<file path="src/rtl/gdes_pkg.sv">
`default_nettype none
package gdes_pkg;

    localparam int NUM_EVENTS  = 88;
    localparam int DEME_EVENTS = 44;
    localparam int NUM_DIVS    = 12;

    localparam logic [5:0] EV_PAR_DEMO = 6'd4;
    localparam logic [5:0] EV_INFECT   = 6'd8;
    localparam logic [5:0] EV_HOST_MIG = 6'd24;
    localparam logic [5:0] EV_PAR_MIG  = 6'd32;
    localparam logic [5:0] EV_HOST_MUT = 6'd40;
    localparam logic [5:0] EV_PAR_MUT  = 6'd42;

    localparam logic REQ_RESET = 1'b0;
    localparam logic REQ_EVENT = 1'b1;

    localparam logic [2:0] CFG_HOST_CAP  = 3'd0;
    localparam logic [2:0] CFG_PAR_CAP   = 3'd1;
    localparam logic [2:0] CFG_INFECT    = 3'd2;
    localparam logic [2:0] CFG_MORTALITY = 3'd3;
    localparam logic [2:0] CFG_DEATH     = 3'd4;
    localparam logic [2:0] CFG_MIGRATE   = 3'd5;
    localparam logic [2:0] CFG_MUTATE    = 3'd6;

    localparam logic [1:0] SH_0  = 2'd0;
    localparam logic [1:0] SH_8  = 2'd1;
    localparam logic [1:0] SH_16 = 2'd2;
    localparam logic [1:0] SH_32 = 2'd3;

    localparam logic [15:0] RESET_CAPACITY = 16'd1000;

    typedef struct packed {
        logic       take_in;
        logic       rst_counts;
        logic       div_start;
        logic [3:0] div_idx;
        logic       r_init;
        logic       mul_start;
        logic       mul_target;
        logic [6:0] ev;
        logic [2:0] step;
        logic       tot_add;
        logic       run_add;
        logic       apply;
        logic       load;
        logic       none;
    } gdes_cmd_t;

    typedef struct packed {
        logic div_done;
        logic mul_done;
        logic is_last;
        logic total_zero;
        logic hit;
    } gdes_stat_t;

endpackage
`default_nettype wire

</file>
<file path="src/rtl/gdes_ctrl.sv">
`default_nettype none
module gdes_ctrl (
    input  wire logic                  clk,
    input  wire logic                  rst_n,
    input  wire logic                  in_valid,
    input  wire logic                  in_req_type,
    output logic                       in_ready,
    output logic                       out_valid,
    input  wire logic                  out_ready,
    output gdes_pkg::gdes_cmd_t        cmd,
    input  wire gdes_pkg::gdes_stat_t  stat
);
    import gdes_pkg::*;

    localparam logic [3:0] S_IDLE   = 4'd0;
    localparam logic [3:0] S_RST    = 4'd1;
    localparam logic [3:0] S_DSTART = 4'd2;
    localparam logic [3:0] S_DWAIT  = 4'd3;
    localparam logic [3:0] S_RINIT  = 4'd4;
    localparam logic [3:0] S_MSTART = 4'd5;
    localparam logic [3:0] S_MWAIT  = 4'd6;
    localparam logic [3:0] S_RDONE  = 4'd7;
    localparam logic [3:0] S_TCHK   = 4'd8;
    localparam logic [3:0] S_TSTART = 4'd9;
    localparam logic [3:0] S_TWAIT  = 4'd10;
    localparam logic [3:0] S_APPLY  = 4'd11;
    localparam logic [3:0] S_LOAD   = 4'd12;

    logic [3:0] state_reg, state_next;
    logic [3:0] didx_reg, didx_next;
    logic [6:0] ev_reg, ev_next;
    logic [2:0] step_reg, step_next;
    logic       pass_reg, pass_next;
    logic       none_reg, none_next;
    logic       oval_reg, oval_next;
    logic       out_free;

    assign out_free  = !oval_reg || out_ready;
    assign in_ready  = (state_reg == S_IDLE);
    assign out_valid = oval_reg;

    always_comb
    begin
        state_next = state_reg;
        didx_next  = didx_reg;
        ev_next    = ev_reg;
        step_next  = step_reg;
        pass_next  = pass_reg;
        none_next  = none_reg;
        oval_next  = (oval_reg && out_ready) ? 1'b0 : oval_reg;
        cmd            = '0;
        cmd.div_idx    = didx_reg;
        cmd.ev         = ev_reg;
        cmd.step       = step_reg;
        cmd.none       = none_reg;
        case (state_reg)
            S_IDLE:
            begin
                if (in_valid)
                begin
                    cmd.take_in = 1'b1;
                    none_next   = 1'b0;
                    ev_next     = '0;
                    didx_next   = '0;
                    pass_next   = 1'b0;
                    state_next  = (in_req_type == REQ_RESET) ? S_RST : S_DSTART;
                end
            end
            S_RST:
            begin
                cmd.rst_counts = 1'b1;
                state_next     = S_LOAD;
            end
            S_DSTART:
            begin
                cmd.div_start = 1'b1;
                state_next    = S_DWAIT;
            end
            S_DWAIT:
            begin
                if (stat.div_done)
                begin
                    if (didx_reg == 4'(NUM_DIVS - 1))
                    begin
                        ev_next    = '0;
                        state_next = S_RINIT;
                    end
                    else
                    begin
                        didx_next  = didx_reg + 4'd1;
                        state_next = S_DSTART;
                    end
                end
            end
            S_RINIT:
            begin
                cmd.r_init = 1'b1;
                step_next  = '0;
                state_next = S_MSTART;
            end
            S_MSTART:
            begin
                cmd.mul_start = 1'b1;
                state_next    = S_MWAIT;
            end
            S_MWAIT:
            begin
                if (stat.mul_done)
                begin
                    if (stat.is_last)
                        state_next = S_RDONE;
                    else
                    begin
                        step_next  = step_reg + 3'd1;
                        state_next = S_MSTART;
                    end
                end
            end
            S_RDONE:
            begin
                if (!pass_reg)
                begin
                    cmd.tot_add = 1'b1;
                    if (ev_reg == 7'(NUM_EVENTS - 1))
                        state_next = S_TCHK;
                    else
                    begin
                        ev_next    = ev_reg + 7'd1;
                        state_next = S_RINIT;
                    end
                end
                else
                begin
                    cmd.run_add = 1'b1;
                    if (stat.hit || ev_reg == 7'(NUM_EVENTS - 1))
                        state_next = S_APPLY;
                    else
                    begin
                        ev_next    = ev_reg + 7'd1;
                        state_next = S_RINIT;
                    end
                end
            end
            S_TCHK:
            begin
                if (stat.total_zero)
                begin
                    none_next  = 1'b1;
                    state_next = S_LOAD;
                end
                else
                    state_next = S_TSTART;
            end
            S_TSTART:
            begin
                cmd.mul_start  = 1'b1;
                cmd.mul_target = 1'b1;
                state_next     = S_TWAIT;
            end
            S_TWAIT:
            begin
                cmd.mul_target = 1'b1;
                if (stat.mul_done)
                begin
                    pass_next  = 1'b1;
                    ev_next    = '0;
                    state_next = S_RINIT;
                end
            end
            S_APPLY:
            begin
                cmd.apply  = 1'b1;
                state_next = S_LOAD;
            end
            S_LOAD:
            begin
                if (out_free)
                begin
                    cmd.load   = 1'b1;
                    oval_next  = 1'b1;
                    state_next = S_IDLE;
                end
            end
            default:
            begin
                state_next = S_IDLE;
            end
        endcase
    end

    always_ff @(posedge clk or negedge rst_n)
    begin
        if (!rst_n)
        begin
            state_reg <= S_IDLE;
            didx_reg  <= '0;
            ev_reg    <= '0;
            step_reg  <= '0;
            pass_reg  <= 1'b0;
            none_reg  <= 1'b0;
            oval_reg  <= 1'b0;
        end
        else
        begin
            state_reg <= state_next;
            didx_reg  <= didx_next;
            ev_reg    <= ev_next;
            step_reg  <= step_next;
            pass_reg  <= pass_next;
            none_reg  <= none_next;
            oval_reg  <= oval_next;
        end
    end
endmodule
`default_nettype wire

</file>
<file path="config.mk">
export PLATFORM = sky130hd
export DESIGN_NAME = gdes_ctrl
export DESIGN_NICKNAME = d
export VERILOG_FILES = /design/src/rtl/gdes_pkg.sv /design/src/rtl/gdes_ctrl.sv
export SDC_FILE = /design/constraint.sdc
export NUM_CORES = 1
export LEC_CHECK = 0
export BUFFER_PORTS_ARGS = -buffer_cell sky130_fd_sc_hd__buf_2
export CAP_MARGIN = 20
export CELL_PAD_IN_SITES_DETAIL_PLACEMENT = 1
export CELL_PAD_IN_SITES_GLOBAL_PLACEMENT = 2
export CORE_ASPECT_RATIO = 0.7
export CORE_MARGIN = 2
export CORE_UTILIZATION = 34
export CTS_BUF_LIST = sky130_fd_sc_hd__clkbuf_2 sky130_fd_sc_hd__clkbuf_4 sky130_fd_sc_hd__clkbuf_8
export DETAILED_ROUTE_END_ITERATION = 7
export GPL_TIMING_DRIVEN = 0
export PLACE_DENSITY_LB_ADDON = 0.15
export REMOVE_ABC_BUFFERS = 1
export SLEW_MARGIN = 20
export SYNTH_ARGS = -nofsm -noshare
export SYNTH_HDL_FRONTEND = slang
export SYNTH_SLANG_ARGS = --single-unit
</file>
<file path="constraint.sdc">
create_clock -name clk -period 3.36 [get_ports clk]
set_input_delay 0.672 -clock clk [delete_from_list [all_inputs] [get_ports clk]]
set_output_delay 0.672 -clock clk [all_outputs]
set_load 0.01 [all_outputs]
</file>
==> metrics.md, run 1 <==
| Metric | Value |
|---|---|
| Clock Skew | 0.00709 ns |
| Routed Antenna Nets | 0 |
| Crit path launch type | register |
| Synth top area cells | dfrtp_1, nor2_1, nor3_1, a22o_1, a21oi_1 |
| First-pass GRT wire length | 6.82 mm |
| R2R Setup Slk | roughly 0.84 ns |
| Leak | 0.828 nW |
| FF-to-FF path depth | 5 |
| XOR/XNOR Fraction of Synth Area | 0% |
| Clock sinks | 21 |
| Grt total ovfl | 0 |
| Pre-Repair DR Iteration Count | 4 |
| Post-synth EDFFs | 0 |
| CTS Buf Count | 3 |
| # setup viols final | 0 |
| VDD IR max | 0.256 mV |
| Core box area | 3990 um^2 |
| Synth Cell Area | 1440 um^2 |
| Arr. time, crit path | about 2 ns |
| DRC | 0 |
| R2r endpoint | ev_reg[6] |
| Final wirelength | 4.03 mm |
| CP Data Required Time | approximately 2.7 ns |
| Avg WL per Cell | 16.1 um |
| Post-CTS resize count | 0 |
| Die height | 58.4 um |
| Register area | 526 um^2 |
| Util after Layout | 41.9% |
| Synthesized instance count | 170 |
| Final Hold Fails | 0 |
| Die footprint | 4780 um^2 |
| Die X | 81.8 um |
| Buffer count from post-CTS setup fixing | 0 |
| Post-synth top cells | dfrtp_1, nor2_1, nand2_1 |
| Pwr/cell area | 692 nW/um^2 |
| Count leader, synth | dfrtp_1 |
| Fraction of layout cells with a size suffix above 1 | between 20% and 30% |
| Hold Buf Count CTS | 0 |
| # IOs | 37 |
| Seq/Total Area, Yosys | 36.5% |
| # H-tree levels | 1 |
| Share of the synthesized area in the top cell type | 36.5% |
| Worst Tran Pin Value | 0.695 ns |
| RSZ-0062 raised after global routing | false |
| Post-synthesis mux area share | 1.48% |
| Slew headroom | 53.7% |
| Crit share post-route | 79.5% |
| Combinational family with the most area after synthesis | simple AND/OR/NAND/NOR gates |
| Worst min path class | input port to async pin |
| Post-Synth Simple-Gate Area | 28.9% |
| Footprint of the multi-input gates | 832 um^2 |
| Max cap viols | 0 |
| 1st-iter DRT viols | 85 |
| Worst r2r src | state_reg[1] |
| #FFs+latches synth | 21 |
| GRT Resource Usage Total | 18.8% |
| Crit Path Max Fanout | 23 |
| Fmax | 0.374 GHz |
| Vias/cell | 5.43 |
| Via count | 1363 |
| Status | finished, final reports clean |
| Fin Setup TNS | 0 ns |
| Number of global-route vias before repair | 1387 |
| Antenna fix cells | 0 |
| Cell accounting for the most synthesized area | dfrtp_1 |
| Crit Path Category | register to output pin |
| Ys async rst share | 100% |
| Antenna violations before repair | 0 |
| Commonest register cell after synthesis | dfrtp_1 |
| Largest register FFs | 7 |
| HPWL reported at the end of detailed placement | 3.07 mm |
| Synth Area in Adders | 2.61% |
| Fin. max-slew vios | 0 |
| Nature of the critical path endpoint | output pin |
| Minimum clock period | approximately 2.7 ns |
| Bufs on Longest Clock Path | 2 |
| Nets | 213 |
| Fillers | 504 |
| P&R area growth vs syn | 16.4% |
| Pin count of the biggest net entering global routing | 24 |
| Cell Rows | 19 |
| TritonCTS clock tree | done |
| Clock-pin slew on the worst setup and hold paths | 0.09 ns |
| Starting density of the core | 36.0% |
| IO Port Bufs | 36 |
| Clock network latency to the later pin of the worst-skew pair | 0.27 ns |
| Compound-Gate Fraction of Synth Area | 24.9% |
| Yosys warnings | 0 |
| Clock Root Buffer | clkbuf_8 |
| Mean Syn Cell Area | about 8.5 um^2 |
| Routability Congestion | 0.764 |
| Cell variety after synth | 50 |
power breakdown:
| group | switching (mW) | leakage, nW | internal (mW) |
|---|---|---|---|
| logic | 0.292 | 0.521 | 0.231 |
| clock network | 0.0925 | 0.0255 | 0.0829 |
| registers | 0.148 | 0.282 | 0.313 |
routing by layer:
layer  part of all wire, %  wire [um]  global-route usage (%)  up-vias
met3                   4.8        194                    4.91        2
met2                    43       1750                    28.2       29
met1                    51       2060                    26.9      648
met4                  0.57         23                    5.00        0
met5                     0          0                       0        -
li1                      -          -                       -      684
final cells by class:
class | instances | area share (%)
multi-input combinational | 131 | 49.7
sequential | 21 | 31.4
timing repair buffer | 36 | 10.8
tap | 52 | 3.88
clock buffer | 3 | 2.46
inverter | 7 | 1.57
clock inverter | 1 | 0.299
cell families after synthesis:
| logic type | Yosys count |
|---|---|
| and+or+nand+nor | 77 |
| AOI/OAI and AO/OA | 49 |
| DFF | 21 |
| buffers and inverters | 18 |
| adders and majority gates | 3 |
| muxes | 2 |
how the worst max path moves through the flow:
stage / endpoint / slack, ns / from / cells past startpoint
2_1_floorplan: cmd[24] / 1.18 / state_reg[3] / 2
3_3_place_gp: ev_reg[5] / 0.88 / state_reg[1] / 5
3_5_place_dp: ev_reg[6] / 0.84 / state_reg[1] / 5
4_1_cts: cmd[24] / 0.70 / state_reg[3] / 3
5_1_grt: cmd[4] / 0.51 / state_reg[1] / 4
6_report: cmd[24] / 0.69 / state_reg[3] / 3
metrics by stage:
stage	setup WS, ns	cells	hold slack, ns	power (mW)	cell area, um^2
after global routing	0.514	251	0.394	1.27	1680
after CTS	0.702	251	0.382	1.17	1680
after detailed placement	0.843	247	0.521	0.993	1630
after floorplan	1.18	159	0.376	0.793	1380
after global placement	0.884	247	0.512	0.971	1630
final	0.687	251	0.362	1.16	1680
placed cells by master, fill, tap and decap left out, types with 3 or more instances in the layout:
cell,n
nand2b_1,6
buf_2,36
or3_1,3
and3_1,5
and2_1,3
nand2_1,12
o21ai_1,3
o21ai_0,9
nand3_1,7
dfrtp_1,21
a21oi_1,10
a22o_1,6
nor2_1,15
a221o_1,3
clkbuf_8,3
inv_1,7
ha_1,3
nor3_1,11
critical path, stage by stage (launching register included):
cell     delay, ns
dfrtp_1       0.64
nor4_1        0.60
and2_1        0.32
buf_2         0.17
(Power assumes the default switching activity.)
==> run 2: changes to the inputs <==
--- a/config.mk
+++ b/config.mk
@@ -11,7 +11,7 @@
 export CELL_PAD_IN_SITES_GLOBAL_PLACEMENT = 2
 export CORE_ASPECT_RATIO = 0.7
 export CORE_MARGIN = 2
-export CORE_UTILIZATION = 34
+export CORE_UTILIZATION = 28
 export CTS_BUF_LIST = sky130_fd_sc_hd__clkbuf_2 sky130_fd_sc_hd__clkbuf_4 sky130_fd_sc_hd__clkbuf_8
 export DETAILED_ROUTE_END_ITERATION = 7
 export GPL_TIMING_DRIVEN = 0
==> constraint.sdc (replaced) <==
create_clock -name clk -period 2.4 [get_ports clk]
set_input_delay 0.48 -clock clk [delete_from_list [all_inputs] [get_ports clk]]
set_output_delay 0.48 -clock clk [all_outputs]
set_load 0.01 [all_outputs]
==> metrics.md, run 2 (synthesis gave the netlist of run 1 again) <==
| Metric | Value |
|---|---|
| Max cap viols | 0 |
| Pwr/cell area | 983 nW/um^2 |
| VDD IR max | a little over 0.4 mV |
| IO Port Bufs | 36 |
| # H-tree levels | 1 |
| Antenna violations before repair | 0 |
| Sw power | 782 uW |
| Die height | 64.0 um |
| CP Capture Point | ev_reg[5] |
| Grt total ovfl | 0 |
| Number of buffers and inverters on the critical path | 0 |
| Routed Antenna Nets | 0 |
| Arr. time, crit path | 2.47 ns |
| Crit Path Max Fanout | 23 |
| Pin count of the biggest net entering global routing | 24 |
| Clock Root Buffer | clkbuf_8 |
| R2r endpoint | ev_reg[5] |
| Power Internal | 909 uW |
| Clock Skew | 0.00286 ns |
| Final wirelength | 4.44 mm |
| FF-to-FF path depth | 5 |
| Status | finished, final reports clean |
| 1st-iter DRT viols | 68 |
| # setup viols final | 0 |
| CTS Buf Count | 3 |
| Worst r2r src | state_reg[3] |
| Pre-Repair DR Iteration Count | 4 |
| Core box area | roughly 4900 um^2 |
| Crit-path leading delay family | compound AO/OA/AOI/OAI gates |
| Final Worst Setup Slack | 0.0898 ns |
| R2R Setup Slk | 0.09 ns |
| TritonCTS clock tree | done |
| RSZ-0062 raised after global routing | false |
| Worst Tran Pin Value | 0.616 ns |
| Switching share of total power | 46.2% |
| Stages on the worst setup path | 5 |
| Commonest non-fill, non-tap cell in the layout | buf_2 |
| Via count | ~1.4k |
| Crit-path cells | or3b_1 > a211o_1 > a221oi_4 > nand2b_4 > a221o_1 |
| CP Data Required Time | 2.56 ns |
| DP Worst Slack | -0.154 ns |
| Starting density of the core | 29.6% |
| Most frequent cells in the layout | buf_2, dfrtp_1, nor2_1 |
| Nature of the critical path endpoint | register |
| CP peak stage delay | 0.59 ns |
| # IOs | 37 |
| Die footprint | 5740 um^2 |
| Nets | 213 |
| Number of global-route vias before repair | 1415 |
| CP max-delay cell | dfrtp_4 |
| Crit share post-route | 96.3% |
| Bufs on Longest Clock Path | 2 |
| Die X | approximately 90 um |
| Hold Buf Count CTS | 0 |
| HPWL reported at the end of detailed placement | 3.22 mm |
| DRC | 0 |
| Footprint of the multi-input gates | 843 um^2 |
| Largest register FFs | 7 |
| Register area | 536 um^2 |
| Clock Power Share | 15.5% |
| Crit path launch type | register |
| Critical Path Start | state_reg[3] |
| Clock sinks | 21 |
| Routability Congestion | 0.754 |
| Antenna fix cells | 0 |
| Util after Layout | approximately 35% |
| Sequential share of power | 39.9% |
| Clock-pin slew on the worst setup and hold paths | 0.09 ns |
| Comb pwr share | 44.6% |
| Clock network latency to the later pin of the worst-skew pair | around 0.27 ns |
| Total power | 1.69 mW |
| First-pass GRT wire length | about 7.4 mm |
| Final Hold Fails | 0 |
| Avg WL per Cell | 16.6 um |
| Crit Path Category | register to register |
| Fraction of layout cells with a size suffix above 1 | 25.1% |
| Cell Rows | 21 |
| Vias/cell | 5.21 |
| P&R area growth vs syn | 19.6% |
| Worst min path class | input port to async pin |
| GRT Resource Usage Total | 16.6% |
| Fmax | 0.433 GHz |
| Fillers | just under 600 |
| Leak | slightly above 0.8 nW |
| Fin. max-slew vios | 0 |
| Slew headroom | between 50% and 60% |
| Minimum clock period | 2.31 ns |
| Buffer count from post-CTS setup fixing | 0 |
==> run 2: cell count changes in the layout (fill, tap and decap cells not counted) <==
| cell | change |
|---|---|
| nor4_2 | +1 |
| dfrtp_2 | +2 |
| clkbuf_4 | +1 |
| dfrtp_1 | -4 |
| dfrtp_4 | +2 |
| nand2b_4 | +1 |
| nand2b_2 | -1 |
| clkinv_2 | -1 |
| nor4_1 | -1 |
==> run 2: worst register-to-register path, stage by stage (launching register included) <==
cell,delay [ns]
dfrtp_4,0.59
or3b_1,0.40
a211o_1,0.30
a221oi_4,0.39
nand2b_4,0.15
a221o_1,0.37
==> run 2: timing repair <==
| action | 4_1_cts | 5_1_grt |
|---|---|---|
| resized for setup | 4 | 4 |
| cloned | 0 | 0 |
| hold endpoints to repair | 0 | 0 |
| endpoints found under the setup margin | 6 | 4 |
==> run 2: power groups by stage <==
| stage | combinational (mW) | sequential, mW | clock, mW |
|---|---|---|---|
| after floorplan | 0.491 | 0.619 | 0 |
| after global placement | 0.726 | 0.646 | 0 |
| after detailed placement | 0.749 | 0.665 | 0 |
| after CTS | 0.753 | 0.662 | 0.270 |
| after global routing | 0.852 | 0.702 | 0.281 |
| final | 0.754 | 0.675 | 0.262 |
==> run 2: worst min path at each step <==
stage	startpoint	end	slack [ns]	cells past startpoint
2_1_floorplan	rst_n	didx_reg[0]	0.18	0
3_3_place_gp	rst_n	none_reg	0.49	1
3_5_place_dp	rst_n	none_reg	0.49	1
4_1_cts	rst_n	none_reg	0.19	1
5_1_grt	rst_n	none_reg	0.21	1
6_report	rst_n	none_reg	0.17	1
==> run 2: final cells by class <==
| class | instances | area share (%) |
|---|---|---|
| Clock buffer | 4 | 2.84 |
| Inverter | 7 | 1.53 |
| Timing Repair Buffer | 36 | 10.5 |
| Multi-Input combinational cell | 131 | 49.0 |
| Sequential cell | 21 | 31.1 |
| Tap cell | 69 | 5.02 |
==> run 2: per-stage QoR <==
stage / setup TNS [ns] / std cells / cell area, um^2 / hold slack, ns
2_1_floorplan: 0 / 159 / 1380 / 0.184
3_3_place_gp: -0.271 / 264 / 1650 / 0.485
3_5_place_dp: -0.448 / 264 / 1650 / 0.491
4_1_cts: 0 / 268 / 1700 / 0.190
5_1_grt: 0 / 268 / 1720 / 0.207
6_report: 0 / 268 / 1720 / 0.173
==> run 2: metal layers <==
layer	part of all wire, %	global-route usage (%)	vias up
met3	3.1	2.71	4
met4	1.0	3.92	0
met2	43	24.5	26
met5	0	0	-
li1	-	-	682
met1	53	25.0	683
==> run 3: changes to the inputs <==
--- a/config.mk
+++ b/config.mk
@@ -8,11 +8,12 @@
 export BUFFER_PORTS_ARGS = -buffer_cell sky130_fd_sc_hd__buf_2
 export CAP_MARGIN = 20
 export CELL_PAD_IN_SITES_DETAIL_PLACEMENT = 1
-export CELL_PAD_IN_SITES_GLOBAL_PLACEMENT = 2
+export CELL_PAD_IN_SITES_GLOBAL_PLACEMENT = 1
 export CORE_ASPECT_RATIO = 0.7
 export CORE_MARGIN = 2
-export CORE_UTILIZATION = 28
+export CORE_UTILIZATION = 36
 export CTS_BUF_LIST = sky130_fd_sc_hd__clkbuf_2 sky130_fd_sc_hd__clkbuf_4 sky130_fd_sc_hd__clkbuf_8
+export CTS_CLUSTER_SIZE = 20
 export DETAILED_ROUTE_END_ITERATION = 7
 export GPL_TIMING_DRIVEN = 0
 export PLACE_DENSITY_LB_ADDON = 0.15
==> metrics.md, run 3 (synthesis gave the netlist of run 1 again) <==
| Metric | Value |
|---|---|
| # H-tree levels | 1 |
| Routability Congestion | 0.771 |
| Cell Rows | 19 |
| CP Data Required Time | 1.92 ns |
| Grt total ovfl | 0 |
| 1st-iter DRT viols | 35 |
| Clock Skew | 0.00294 ns |
| Slew headroom | about three fifths |
| Die height | 56.9 um |
| Number of buffers and inverters on the critical path | 1 |
| DRC | 0 |
| TritonCTS clock tree | done |
| Routed Antenna Nets | 0 |
| CP peak stage delay | 0.59 ns |
| Core box area | slightly below 4000 um^2 |
| Antenna fix cells | 0 |
| Fraction of layout cells with a size suffix above 1 | 25.5% |
| Crit Path Category | register to output pin |
| Arr. time, crit path | 1.76 ns |
| Register area | 533 um^2 |
| Fillers | between 400 and 500 |
| Crit share post-route | 93.5% |
| Nature of the critical path endpoint | output pin |
| CTS Buf Count | 3 |
| Largest register FFs | 7 |
| Nets | 214 |
| Clock sinks | 21 |
| Vias/cell | 5.55 |
| Most frequent cells in the layout | buf_2, dfrtp_1, nor2_1 |
| Pwr/cell area | approximately 970 nW/um^2 |
| Clock Root Buffer | clkbuf_8 |
| Antenna violations before repair | 0 |
| Fin. max-slew vios | 0 |
| Max cap viols | 0 |
| Crit-path leading delay family | simple AND/OR/NAND/NOR gates |
| IO Port Bufs | 36 |
| Final wirelength | 3.95 mm |
| RSZ-0062 raised after global routing | false |
| Avg WL per Cell | 15.7 um |
| Leak | 0.829 nW |
| Die X | 79.6 um |
| Worst min path class | input port to async pin |
| Clock network latency to the later pin of the worst-skew pair | 0.26 ns |
| Final Hold Fails | 0 |
| CP max-delay cell | dfrtp_4 |
| Footprint of the multi-input gates | 838 um^2 |
| VDD IR max | 0.468 mV |
| Number of global-route vias before repair | 1444 |
| Via count | between 1k and 1.5k |
| Bufs on Longest Clock Path | 2 |
| GRT Resource Usage Total | a little under a fifth |
| Starting density of the core | 37.1% |
| Commonest non-fill, non-tap cell in the layout | buf_2 |
| HPWL reported at the end of detailed placement | 2.94 mm |
| Worst hold margin | 0.185 ns |
| Worst Tran Pin Value | 0.591 ns |
| P&R area growth vs syn | 18.1% |
| Pre-Repair DR Iteration Count | 4 |
| # setup viols final | 0 |
| Fmax | 0.446 GHz |
| DP Cell Count | between 200 and 250 |
| Status | finished, final reports clean |
| Die footprint | ~4500 um^2 |
| First-pass GRT wire length | 6.60 mm |
| Minimum clock period | about 2.2 ns |
| Crit path launch type | register |
| Finished Layout Cells | 252 |
| Crit-path cells | nor4_2 > and2_1 > buf_2 |
| Pin count of the biggest net entering global routing | 24 |
| # IOs | 37 |
| Crit Path Max Fanout | 23 |
| Hold Buf Count CTS | 0 |
| Clock-pin slew on the worst setup and hold paths | 0.08 ns |
[run 3: final timing paths]
path / slack [ns] / to / from / depth (start not counted)
max reg2reg: 0.17 / ev_reg[5] / state_reg[3] / 5
min in group clk: 0.44 / state_reg[0] / stat[4] / 2
max: 0.16 / cmd[24] / state_reg[3] / 3
max in group asynchronous: 1.82 / state_reg[3] / rst_n / 1
min reg2reg: 0.54 / none_reg / none_reg / 2
min: 0.19 / step_reg[2] / rst_n / 1
[run 3: metrics by stage]
step	area (um^2)	util (%)	setup WS [ns]	TNS [ns]	power, mW
2_1_floorplan	1380	-	0.273	0	1.11
3_3_place_gp	1630	42.0	-0.0670	-0.199	1.36
3_5_place_dp	1630	42.0	-0.0809	-0.240	1.39
4_1_cts	1690	43.5	-0.00442	-0.0110	1.65
5_1_grt	1700	43.8	0.0430	0	1.80
6_report	1700	43.8	0.157	0	1.65
[run 3: area by class of cell]
type / instances / share of cell area [%]
well taps: 52 / 3.83
repair buffers: 37 / 11.0
clock buffers: 4 / 2.87
flip-flops and latches: 21 / 31.4
multi-input cells: 131 / 49.3
inverters: 7 / 1.55
[run 3: timing repair]
action                                 in CTS  in global routing
resized for setup                           3                  3
buffers inserted                            0                  1
endpoints found under the hold margin       0                  0
setup endpoints to repair                   6                 10
pin swaps                                   0                  1
[run 3: metal layers]
metal  vias to the layer above  track usage, %  share of wire, %
li1                        685               -                 -
met1                       680            24.9                48
met2                        29            30.3                46
met3                         5            4.66               4.6
met4                         0            6.16               1.1
met5                         -               0                 0
[run 3: report_power, final]
| group | internal, mW | switching [mW] |
|---|---|---|
| sequential | 0.447 | 0.214 |
| combinational | 0.331 | 0.405 |
| clock | 0.130 | 0.120 |
